$ cat src/index_pool_allocator_macros.svh
// Assertion macros shared by the allocator sources.
`ifndef INDEX_POOL_ALLOCATOR_MACROS_SVH
`define INDEX_POOL_ALLOCATOR_MACROS_SVH

// The consequent must hold in the same cycle as the antecedent.
`define IPA_ASSERT_SAME(label, clk, rst_n, ante, cons) \
    label: assert property (@(posedge clk) disable iff (!rst_n) (ante) |-> (cons)) \
        else $error("allocator check failed");

// The consequent must hold in the cycle after the antecedent.
`define IPA_ASSERT_NEXT(label, clk, rst_n, ante, cons) \
    label: assert property (@(posedge clk) disable iff (!rst_n) (ante) |=> (cons)) \
        else $error("allocator check failed");

`endif

$ cat src/ipa_pkg.sv
package ipa_pkg;

    localparam int REL_W       = 8;
    localparam int GRANT_W     = 9;
    localparam int LIMIT_W     = 9;
    localparam int STATUS_W    = 2;
    localparam int IN_TDATA_W  = 8;
    localparam int OUT_TDATA_W = 16;

    localparam logic [LIMIT_W-1:0] LIMIT_RESET = 9'd256;

    typedef enum logic {
        OP_ALLOC   = 1'b0,
        OP_RELEASE = 1'b1
    } t_opcode;

    typedef enum logic [STATUS_W-1:0] {
        ST_OK         = 2'd0,
        ST_EXHAUSTED  = 2'd1,
        ST_NOT_IN_USE = 2'd2
    } t_status;

endpackage

$ cat src/ipa_ram.sv
module ipa_ram #(
    parameter int WIDTH = 8,
    parameter int DEPTH = 256
) (
    input  logic                     i_clk,
    input  logic                     i_we,
    input  logic [$clog2(DEPTH)-1:0] i_waddr,
    input  logic [WIDTH-1:0]         i_wdata,
    input  logic [$clog2(DEPTH)-1:0] i_raddr,
    output logic [WIDTH-1:0]         o_rdata
);

    logic [WIDTH-1:0] r_mem [DEPTH];
    logic [WIDTH-1:0] r_rdata;

    // Read-first: a read of the address written in the same cycle returns the old word.
    always_ff @(posedge i_clk) begin
        if (i_we) begin
            r_mem[i_waddr] <= i_wdata;
        end
        r_rdata <= r_mem[i_raddr];
    end

    assign o_rdata = r_rdata;

endmodule

$ cat src/index_pool_allocator.sv
// Index pool allocator.
// Requests arrive on the s_axis channel: tuser carries the opcode (allocate or
// release) and tdata the index to release. Each request gives exactly one word
// on the m_axis channel: tdata holds the granted index (the effective limit
// when the pool is exhausted, zero for a release) and tuser the status.
// An allocation reuses the oldest released index first, then hands out the
// next never-used index below the limit written on the configuration port.
// A request is accepted into an input register and its answer is captured in a
// result register once that register is empty or being taken; one request per
// cycle is sustained while m_axis_tready stays high.
// The free queue is a RAM whose read port always prefetches the next head
// entry, with a one-word bypass for a push onto the entry being read, so a
// pop never waits. The in-use bitmap lives in flip-flops cleared by reset; the
// bit for a request is looked up as the request is accepted.
// Reset empties the queue and bitmap, rewinds the fresh counter and sets the
// limit to 256; no clearing pass is needed. When m_axis_tready is low the
// result holds, one more request is taken into the input register, and then
// s_axis_tready drops until the result is taken.
module index_pool_allocator #(
    parameter int POOL_SIZE = 256
) (
    input  logic                          i_clk,
    input  logic                          i_rst_n,
    input  logic                          s_axis_tvalid,
    output logic                          s_axis_tready,
    input  logic [ipa_pkg::IN_TDATA_W-1:0]  s_axis_tdata,  // [7:0] release_index
    input  logic [0:0]                    s_axis_tuser,  // [0] opcode
    output logic                          m_axis_tvalid,
    input  logic                          m_axis_tready,
    output logic [ipa_pkg::OUT_TDATA_W-1:0] m_axis_tdata,  // [8:0] granted_index, zero fill
    output logic [ipa_pkg::STATUS_W-1:0]  m_axis_tuser,  // [1:0] status
    input  logic                          i_cfg_we,
    input  logic [ipa_pkg::LIMIT_W-1:0]   i_cfg_wdata
);

    import ipa_pkg::*;

    localparam int IDX_W = $clog2(POOL_SIZE);
    localparam int CNT_W = $clog2(POOL_SIZE + 1);
    localparam int LIM_W = (CNT_W > LIMIT_W) ? CNT_W : LIMIT_W;

    localparam logic [LIM_W-1:0] POOL_W   = LIM_W'(POOL_SIZE);
    localparam logic [IDX_W-1:0] LAST_PTR = IDX_W'(POOL_SIZE - 1);
    localparam logic [CNT_W-1:0] POOL_CNT = CNT_W'(POOL_SIZE);

    logic                 r_in_valid;
    t_opcode              r_in_op;
    logic [REL_W-1:0]     r_in_rel;
    logic                 r_in_used;
    logic                 r_out_valid;
    logic [GRANT_W-1:0]   r_out_granted;
    t_status              r_out_status;

    logic [LIMIT_W-1:0]   r_limit;
    logic [IDX_W-1:0]     r_head;
    logic [IDX_W-1:0]     r_tail;
    logic [CNT_W-1:0]     r_count;
    logic [CNT_W-1:0]     r_next_fresh;
    logic [POOL_SIZE-1:0] r_map;
    logic                 r_byp_hit;
    logic [IDX_W-1:0]     r_byp_data;

    logic [IDX_W-1:0]     n_head;
    logic [IDX_W-1:0]     n_tail;
    logic [CNT_W-1:0]     n_count;
    logic [CNT_W-1:0]     n_next_fresh;

    logic                 proceed;
    logic [LIM_W-1:0]     lim;
    logic [LIM_W-1:0]     limit_wide;
    logic [LIM_W-1:0]     rel_wide;
    logic [IDX_W-1:0]     rel_idx;
    logic [LIM_W-1:0]     acc_wide;
    logic [IDX_W-1:0]     acc_idx;
    logic                 acc_used;
    logic [IDX_W-1:0]     ram_q;
    logic [IDX_W-1:0]     head_data;
    logic [LIM_W-1:0]     granted;
    t_status              status;
    logic                 push;
    logic                 map_set;
    logic                 map_clr;
    logic [IDX_W-1:0]     map_addr;
    logic                 rel_ok;
    logic                 fresh_ok;

    assign proceed       = r_in_valid && (!r_out_valid || m_axis_tready);
    assign s_axis_tready = !r_in_valid || proceed;

    assign limit_wide = LIM_W'(r_limit);
    assign lim        = (limit_wide > POOL_W) ? POOL_W : limit_wide;
    assign rel_wide   = LIM_W'(r_in_rel);
    assign rel_idx    = rel_wide[IDX_W-1:0];
    assign head_data  = r_byp_hit ? r_byp_data : ram_q;

    assign acc_wide = LIM_W'(s_axis_tdata[REL_W-1:0]);
    assign acc_idx  = acc_wide[IDX_W-1:0];
    // A bitmap bit written on this edge is forwarded to the request being accepted.
    assign acc_used = ((map_set || map_clr) && map_addr == acc_idx) ? map_set : r_map[acc_idx];

    always_comb begin
        n_head       = r_head;
        n_tail       = r_tail;
        n_count      = r_count;
        n_next_fresh = r_next_fresh;
        granted      = '0;
        status       = ST_OK;
        push         = 1'b0;
        map_set      = 1'b0;
        map_clr      = 1'b0;
        map_addr     = rel_idx;
        if (proceed) begin
            unique case (r_in_op)
                OP_ALLOC: begin
                    priority if (r_count != '0) begin
                        granted  = LIM_W'(head_data);
                        n_head   = (r_head == LAST_PTR) ? '0 : r_head + 1'b1;
                        n_count  = r_count - 1'b1;
                        map_set  = 1'b1;
                        map_addr = head_data;
                    end else if (LIM_W'(r_next_fresh) < lim) begin
                        granted      = LIM_W'(r_next_fresh);
                        n_next_fresh = r_next_fresh + 1'b1;
                        map_set      = 1'b1;
                        map_addr     = r_next_fresh[IDX_W-1:0];
                    end else begin
                        granted = lim;
                        status  = ST_EXHAUSTED;
                    end
                end
                OP_RELEASE: begin
                    if (rel_wide < POOL_W && r_in_used) begin
                        map_clr = 1'b1;
                        if (r_count < POOL_CNT) begin
                            push    = 1'b1;
                            n_tail  = (r_tail == LAST_PTR) ? '0 : r_tail + 1'b1;
                            n_count = r_count + 1'b1;
                        end
                    end else begin
                        status = ST_NOT_IN_USE;
                    end
                end
                default: begin
                    status = ST_OK;
                end
            endcase
        end
    end

    // The read port always fetches the entry that will be the head next cycle.
    ipa_ram #(
        .WIDTH(IDX_W),
        .DEPTH(POOL_SIZE)
    ) u_free_queue (
        .i_clk  (i_clk),
        .i_we   (push),
        .i_waddr(r_tail),
        .i_wdata(rel_idx),
        .i_raddr(n_head),
        .o_rdata(ram_q)
    );

    always_ff @(posedge i_clk) begin
        if (!i_rst_n) begin
            r_in_valid   <= 1'b0;
            r_out_valid  <= 1'b0;
            r_limit      <= LIMIT_RESET;
            r_head       <= '0;
            r_tail       <= '0;
            r_count      <= '0;
            r_next_fresh <= '0;
            r_map        <= '0;
            r_byp_hit    <= 1'b0;
        end else begin
            if (s_axis_tready) begin
                r_in_valid <= s_axis_tvalid;
            end
            if (proceed) begin
                r_out_valid <= 1'b1;
            end else if (m_axis_tready) begin
                r_out_valid <= 1'b0;
            end
            if (i_cfg_we) begin
                r_limit <= i_cfg_wdata;
            end
            r_head       <= n_head;
            r_tail       <= n_tail;
            r_count      <= n_count;
            r_next_fresh <= n_next_fresh;
            if (map_set) begin
                r_map[map_addr] <= 1'b1;
            end else if (map_clr) begin
                r_map[map_addr] <= 1'b0;
            end
            // A push onto the entry being prefetched is caught here.
            r_byp_hit <= push && (r_tail == n_head);
        end
    end

    always_ff @(posedge i_clk) begin
        if (s_axis_tready && s_axis_tvalid) begin
            r_in_op   <= t_opcode'(s_axis_tuser[0]);
            r_in_rel  <= s_axis_tdata[REL_W-1:0];
            r_in_used <= acc_used;
        end
        if (proceed) begin
            r_out_granted <= granted[GRANT_W-1:0];
            r_out_status  <= status;
        end
        r_byp_data <= rel_idx;
    end

    assign m_axis_tvalid = r_out_valid;
    assign m_axis_tdata  = OUT_TDATA_W'(r_out_granted);
    assign m_axis_tuser  = r_out_status;

    assign rel_ok   = proceed && r_in_op == OP_RELEASE && status == ST_OK;
    assign fresh_ok = proceed && r_in_op == OP_ALLOC && r_count == '0 && status == ST_OK;

`include "index_pool_allocator_macros.svh"

    `IPA_ASSERT_SAME(a_queued_not_in_use, i_clk, i_rst_n, r_count != '0, !r_map[head_data])
    `IPA_ASSERT_NEXT(a_release_pushes, i_clk, i_rst_n, rel_ok, r_count == $past(r_count) + 1'b1)
    `IPA_ASSERT_NEXT(a_fresh_inc, i_clk, i_rst_n, fresh_ok, r_next_fresh == $past(r_next_fresh) + 1'b1)
    `IPA_ASSERT_NEXT(a_fresh_marked, i_clk, i_rst_n, fresh_ok, r_map[$past(map_addr)])

endmodule

$ cat config.mk
export PLATFORM = sky130hd
export DESIGN_NAME = index_pool_allocator
export DESIGN_NICKNAME = d
export VERILOG_FILES = /design/src/ipa_pkg.sv /design/src/ipa_ram.sv /design/src/index_pool_allocator.sv
export VERILOG_INCLUDE_DIRS = /design/src /design/src/src
export SDC_FILE = /design/constraint.sdc
export NUM_CORES = 2
export LEC_CHECK = 0
export BUFFER_PORTS_ARGS = -buffer_cell sky130_fd_sc_hd__buf_2
export CAP_MARGIN = 20
export CORE_UTILIZATION = 28
export CTS_BUF_LIST = sky130_fd_sc_hd__clkbuf_8
export DETAILED_ROUTE_END_ITERATION = 6
export HOLD_SLACK_MARGIN = 0.03
export SETUP_SLACK_MARGIN = 0.3
export SYNTH_ARGS = -nofsm -noshare
export SYNTH_HDL_FRONTEND = slang
export SYNTH_SLANG_ARGS = --single-unit
export TNS_END_PERCENT = 100
$ cat constraint.sdc
create_clock -name i_clk -period 5.1 [get_ports i_clk]
set_clock_uncertainty 0.2 [all_clocks]
set_input_delay 0.255 -clock i_clk [delete_from_list [all_inputs] [get_ports i_clk]]
set_output_delay 0.255 -clock i_clk [all_outputs]
set_load 0.1 [all_outputs]
Word level (Yosys, flattened, before mapping)
Memory sizes are Yosys's and may differ from the RTL's. A register that Yosys moved wholly into a read port is not among the register bits.
Index checks and enable logic that the tools add are counted.
W data, S select, Z words.
- bits in registers: 331
- RAM bits: 2048
- input bits: 23
- output and inout port bits: 20
- word-level logic and storage cells: 102
- memories: 1
- memories (name ; depth ; bits a word ; read ports ; clocked after memory_dff ; wr ports ; line ; text):
    u_free_queue.r_mem ; 256 ; 8 ; 1 ; 1 ; 1 ; ipa_ram.sv:13 ; logic [WIDTH-1:0] r_mem [DEPTH];
- $add $sub $neg: 5
- $lt $le $gt $ge: 7
- equal/unequal tests: 7
- muxes and demuxes: 43
- bitwise gates (word level): 5
- reductions and logical operators: 18
- operators with widths (cell ; number):
    $mux W256 ; 2
    $and A256 B256 Y256 ; 1
    $not A256 Y256 ; 1
    $or A256 B256 Y256 ; 1
    $mux W8 ; 11
    $mux W9 ; 5
    $lt A8 B9 Y1 const B ; 3
    $mux W1 ; 20
    $add A9 B1 Y9 const B ; 2
    $pmux W9 S2 ; 1
    $add A8 B1 Y8 const B ; 2
    $eq A8 B8 Y1 ; 2
    $eq A8 B8 Y1 const B ; 2
    $reduce_and A4 Y1 ; 3
    $gt A9 B9 Y1 const B ; 1
    $lt A9 B9 Y1 ; 1
    $lt A9 B9 Y1 const B ; 1
    $reduce_bool A9 Y1 ; 1
    $sub A9 B1 Y9 const B ; 1
    $bmux W1 S8 ; 1
    $demux W1 S8 ; 1
    $ge A8 B1 Y1 const B ; 1
    $logic_and A1 B1 Y1 ; 6
    $ne A2 B1 Y1 const B ; 2
    8 further kinds ; 13

Logic depth before layout (Yosys ltp)
- depth after elaboration: 15
- gate-level depth with buffers: 17
- depth with buffers taken out: 13

Cells and area by module
From an unflattened synthesis, not the netlist that was laid out.
- cells, all modules: 5490
- area total of the unflattened synthesis: 96537.6 um^2
- by module, submodules not included (module ; instances ; cells each ; area each (um^2) ; seq. area each (um^2)):
    ipa_ram ; 1 ; 3733 ; 79556.3 ; 61659.1
    index_pool_allocator ; 1 ; 1757 ; 16981.3 ; 6836.6

Least setup slack after synthesis
Ideal clock, no wire load.
- path type: register to register
- start: register r_in_rel[5]
- end: register r_in_used (data pin)
- setup time: 0.260 ns
- data arrival time: 5.079 ns
- required time: 4.640 ns
- path slack: -0.439 ns
- stages on the path, launching flop included: 9
- buffers on the path: 1
- period minus slack after synthesis: 5.539 ns
- cells stage by stage: edfxtp_1 -> nor2_1 -> a31oi_1 -> o311a_1 -> buf_1 -> xnor2_1 -> nand4_1 -> nor3_1 -> mux2_2
- longest elaborated chain between the ends: 8
- RTL lines (element ; line ; text):
    start: declaration ; index_pool_allocator.sv:48 ; logic [REL_W-1:0] r_in_rel;
    start signal: assignment ; index_pool_allocator.sv:203 ; r_in_rel <= s_axis_tdata[REL_W-1:0];
    $lt A8 B9 Y1 ; index_pool_allocator.sv:132 ; if (rel_wide < POOL_W && r_in_used) begin
    $logic_and A1 B1 Y1 ; index_pool_allocator.sv:132 ;
    $mux W1 ; index_pool_allocator.sv:132 ;
    $mux W1 ; index_pool_allocator.sv:113 ; unique case (r_in_op)
    $mux W1 ; index_pool_allocator.sv:112 ; if (proceed) begin
    $logic_or A1 B1 Y1 ; index_pool_allocator.sv:99 ; assign acc_used = ((map_set || map_clr) && map_addr == acc_idx) ? map_set : r_map[acc_idx];
    $logic_and A1 B1 Y1 (*) ; index_pool_allocator.sv:99 ;
    $mux W1 (*) ; index_pool_allocator.sv:99 ;
    via acc_used ; index_pool_allocator.sv:75 ; logic acc_used;
    end signal: assignment ; index_pool_allocator.sv:204 ; r_in_used <= acc_used;
    end: declaration ; index_pool_allocator.sv:49 ; logic r_in_used;
The timed path passes the listed nets; every way through them passes the cells marked *.
A chain may end at the register's enable or synchronous reset.

Final worst setup path
- start: register r_in_op
- end: register u_free_queue.r_rdata[6], in the netlist u_free_queue.o_rdata[6], read port of u_free_queue.r_mem
- longest elaborated chain between the ends: 2
- RTL lines (element ; line ; text):
    start: declaration ; index_pool_allocator.sv:47 ; t_opcode r_in_op;
    start signal: assignment ; index_pool_allocator.sv:202 ; r_in_op <= t_opcode'(s_axis_tuser[0]);
    $mux W8 ; index_pool_allocator.sv:113 ;
    $mux W8 ; index_pool_allocator.sv:112 ;
    end: declaration ; ipa_ram.sv:14 ; logic [WIDTH-1:0] r_rdata;
No other way between the ends.

==> results.ini <==
[die]
fp.dieW_um=596
die_y_um=596
initial_utilization_pct=28.2
core_area_um2=351000
die_area_um2=356000
io_pins=43
row_count=217

[clock_network]
cts_made_buffers=399
clockBufferDepth=4
root_buffer=clkbuf_8
tritoncts=yes
cts.sinks=2387
cts_max_level=5
insertion_delay_ns=1.16
clk_pin_slew_worst_paths_ns=0.06

[drt]
first_pass_iters=7
first_iter_violations=9097
wirelength_um=308000
drcViolationCount=4
vias=68900
viasPerCell=5.16
ant_nets=0
wl_per_cell_um=23.1

[flow_run]
timing.max_cap.violations=0

[cells_and_area]
fin_cells=13300
final_area_um2=116000
drive_above_1_share_pct=15.3
synthToLayoutAreaGrowth_pct=17.0
fin_nets=8375
fillers=34400
fin_util_pct=33.0

[power_and_ir_drop]
p_sw_mw=11.2
p_leak_nw=38.6
pwr-share-seq_pct=50.7
swShare_pct=26.7
pwr-share-clk_pct=37.3
power_density_nw_per_um2=364
combPwrFrac_pct=12.1
irDropWorstVdd_uv=233
p_int_mw=30.8

[logic_synthesis]
synth_area_leader_cell=edfxtp_1
syn_area_um2=98900
synth_common_cells=2,069 x edfxtp_1, 1,656 x nand2_1, 703 x nand3_1
synthMostInstantiatedCell=edfxtp_1
yosysTopAreaCellShare_pct=62.8
ys_seq_elements=2387
async_flop_share_pct=0
ys_seq_area_share_pct=69.3
ys_top_cells_by_area=edfxtp_1 63%, dfxtp_1 6.4%, nand2_1 6.3%
syn_inst=7808
synth_ff_type=edfxtp_1
ys.warnings.count=0
synth-edff-count=2069
syn_avg_cell_area_um2=12.7
ys_types=87

[worst_setup_path]
start_kind=flip-flop
worst-r2r-setup-slack_ns=0.36
crit_arrival_ns=5.43
timing.rr.end=u_free_queue.o_rdata[6]
cp-end-kind=flip-flop
cp_max_fo=12
rr_startpoint=r_in_op
worst_ep_required_time_ns=5.79
crit_type=flip-flop to flip-flop
r2r_cells=11

[hold_path]
hold_path.startpoint=i_rst_n
worstHoldPathType=primary input to flip-flop
hold_depth=3

[status]
outcome=finished with violations
violations=design-rule violations

[sta]
slew-limit-headroom_pct=21.0
finalSetupViolCount=0
final.setup.tns_ns=0
post-route-period-util_pct=92.9
hold_violations=0
maxSlewViolCount=0
rsz0062_at_grt=yes
fmax_mhz=211
fin_crit_ns=4.74
worstMarginPinSlew_ns=1.19

[placement]
hpwl_um=191000
gp_congestion=0.927
portBuffers=35
placed_cells=12600
placed_area_um2=108000

[grt]
grt_pass1_vias=66400
overflow=0
track_usage_pct=16.7
grt_max_degree=189
grt_pass1_wl_um=449000
antenna_found_initial=13

-- worst max-delay path, stage by stage, from the launching register on --
cell and delay [ns]:
edfxtp_1 0.39, and2b_1 0.26, nand3_1 0.24, nor3_2 0.51, xor2_4 0.75, buf_4 0.31, nand2_1 0.26, buf_4 0.30
o221ai_1 0.42, a32oi_1 0.11, o22ai_1 0.55, a311oi_2 0.24
-- cell families after synthesis --
kind of cell | after synthesis | synth area share, %
AND/OR/NAND/NOR | 3279 | 14.8
flip-flops | 2387 | 69.3
AO/OA/AOI/OAI | 1185 | 7.99
buffers and inverters | 600 | 2.74
multiplexers | 297 | 4.53
XOR/XNOR | 37 | 0.328
adder cells (fa/ha/maj) | 22 | 0.286
other | 1 | 0.00379
-- metrics by stage --
stage          setup WS (ns)  power [mW]  hold WS [ns]
3_5_place_dp          0.0274        26.7         0.262
6_report               0.361        42.1         0.175
3_3_place_gp           0.178        26.6         0.255
2_1_floorplan         -0.158        25.1         0.154
5_1_grt                0.191        43.5         0.137
4_1_cts                0.172        42.2        0.0751
-- worst max-delay path by stage --
stage / endpoint / cells past startpoint / slack, ns / startpoint
4_1_cts: u_free_queue.o_rdata[7] / 12 / 0.17 / r_in_op
6_report: u_free_queue.o_rdata[6] / 11 / 0.36 / r_in_op
3_5_place_dp: u_free_queue.o_rdata[7] / 14 / 0.03 / r_count[2]
5_1_grt: u_free_queue.o_rdata[5] / 13 / 0.19 / r_in_op
2_1_floorplan: flip-flop / 9 / -0.16 / r_in_rel[1]
3_3_place_gp: u_free_queue.o_rdata[7] / 14 / 0.18 / r_count[2]
-- per-layer routing --
metal,up-vias,share of wire [%],global-route usage [%]
li1,30100,-,-
met1,34400,40,22.4
met2,3635,46,26.3
met3,715,10,3.72
met4,8,4.0,6.57
met5,-,0.014,0
-- power groups by stage --
| stage | sequential, mW | combinational, mW | clock, mW |
|---|---|---|---|
| detailed placement | 21.7 | 4.96 | 0 |
| CTS | 21.3 | 5.02 | 15.9 |
| global route | 21.3 | 5.44 | 16.7 |
| finish | 21.3 | 5.07 | 15.7 |
| global placement | 21.7 | 4.89 | 0 |
| floorplan | 21.9 | 3.15 | 0 |
-- cells in the final DEF (no fill, tap or decap), types with 64 or more instances in the layout --
cell type  netlist  layout
a311oi_1        86      82
nand2_1       1656    1655
o21ai_0        240     178
a22oi_1         72      72
mux4_2         120     120
nor3_1         122     114
a21boi_1        76     119
o21ai_1          3      64
edfxtp_1      2069    2069
a21boi_0       121      78
mux2i_1        175     175
a21oi_1        222     220
inv_1           14     142
and3_1         132     131
dfxtp_1        318     318
nand3_1        703     702
nor2b_1         90      90
clkinv_1         0      95
a31oi_1        111     111
nor2_1         340     332
buf_4           38     553
or3_1           94      94
clkbuf_8         0     418
-- repair_timing --
item,CTS,global route
hold buffers,60,0
buffers inserted,0,8
gates resized for setup,7,12
hold endpoints to repair,333,0
pin swaps,1,6
setup endpoints to repair,5,17
-- cell type report --
| type | count | area [µm²] | area share [%] |
|---|---|---|---|
| Timing Repair Buffer | 701 | 5980 | 5.17 |
| Multi-Input combinational cell | 4827 | 28100 | 24.3 |
| Sequential cell | 2387 | 68500 | 59.2 |
| Tap cell | 4708 | 5890 | 5.09 |
| Clock inverter | 283 | 1420 | 1.23 |
| Inverter | 14 | 52.6 | 0.0454 |
| Antenna cell | 10 | 25.0 | 0.0216 |
| Clock buffer | 418 | 5750 | 4.97 |
No activity file was read; power rests on OpenSTA's default activity.
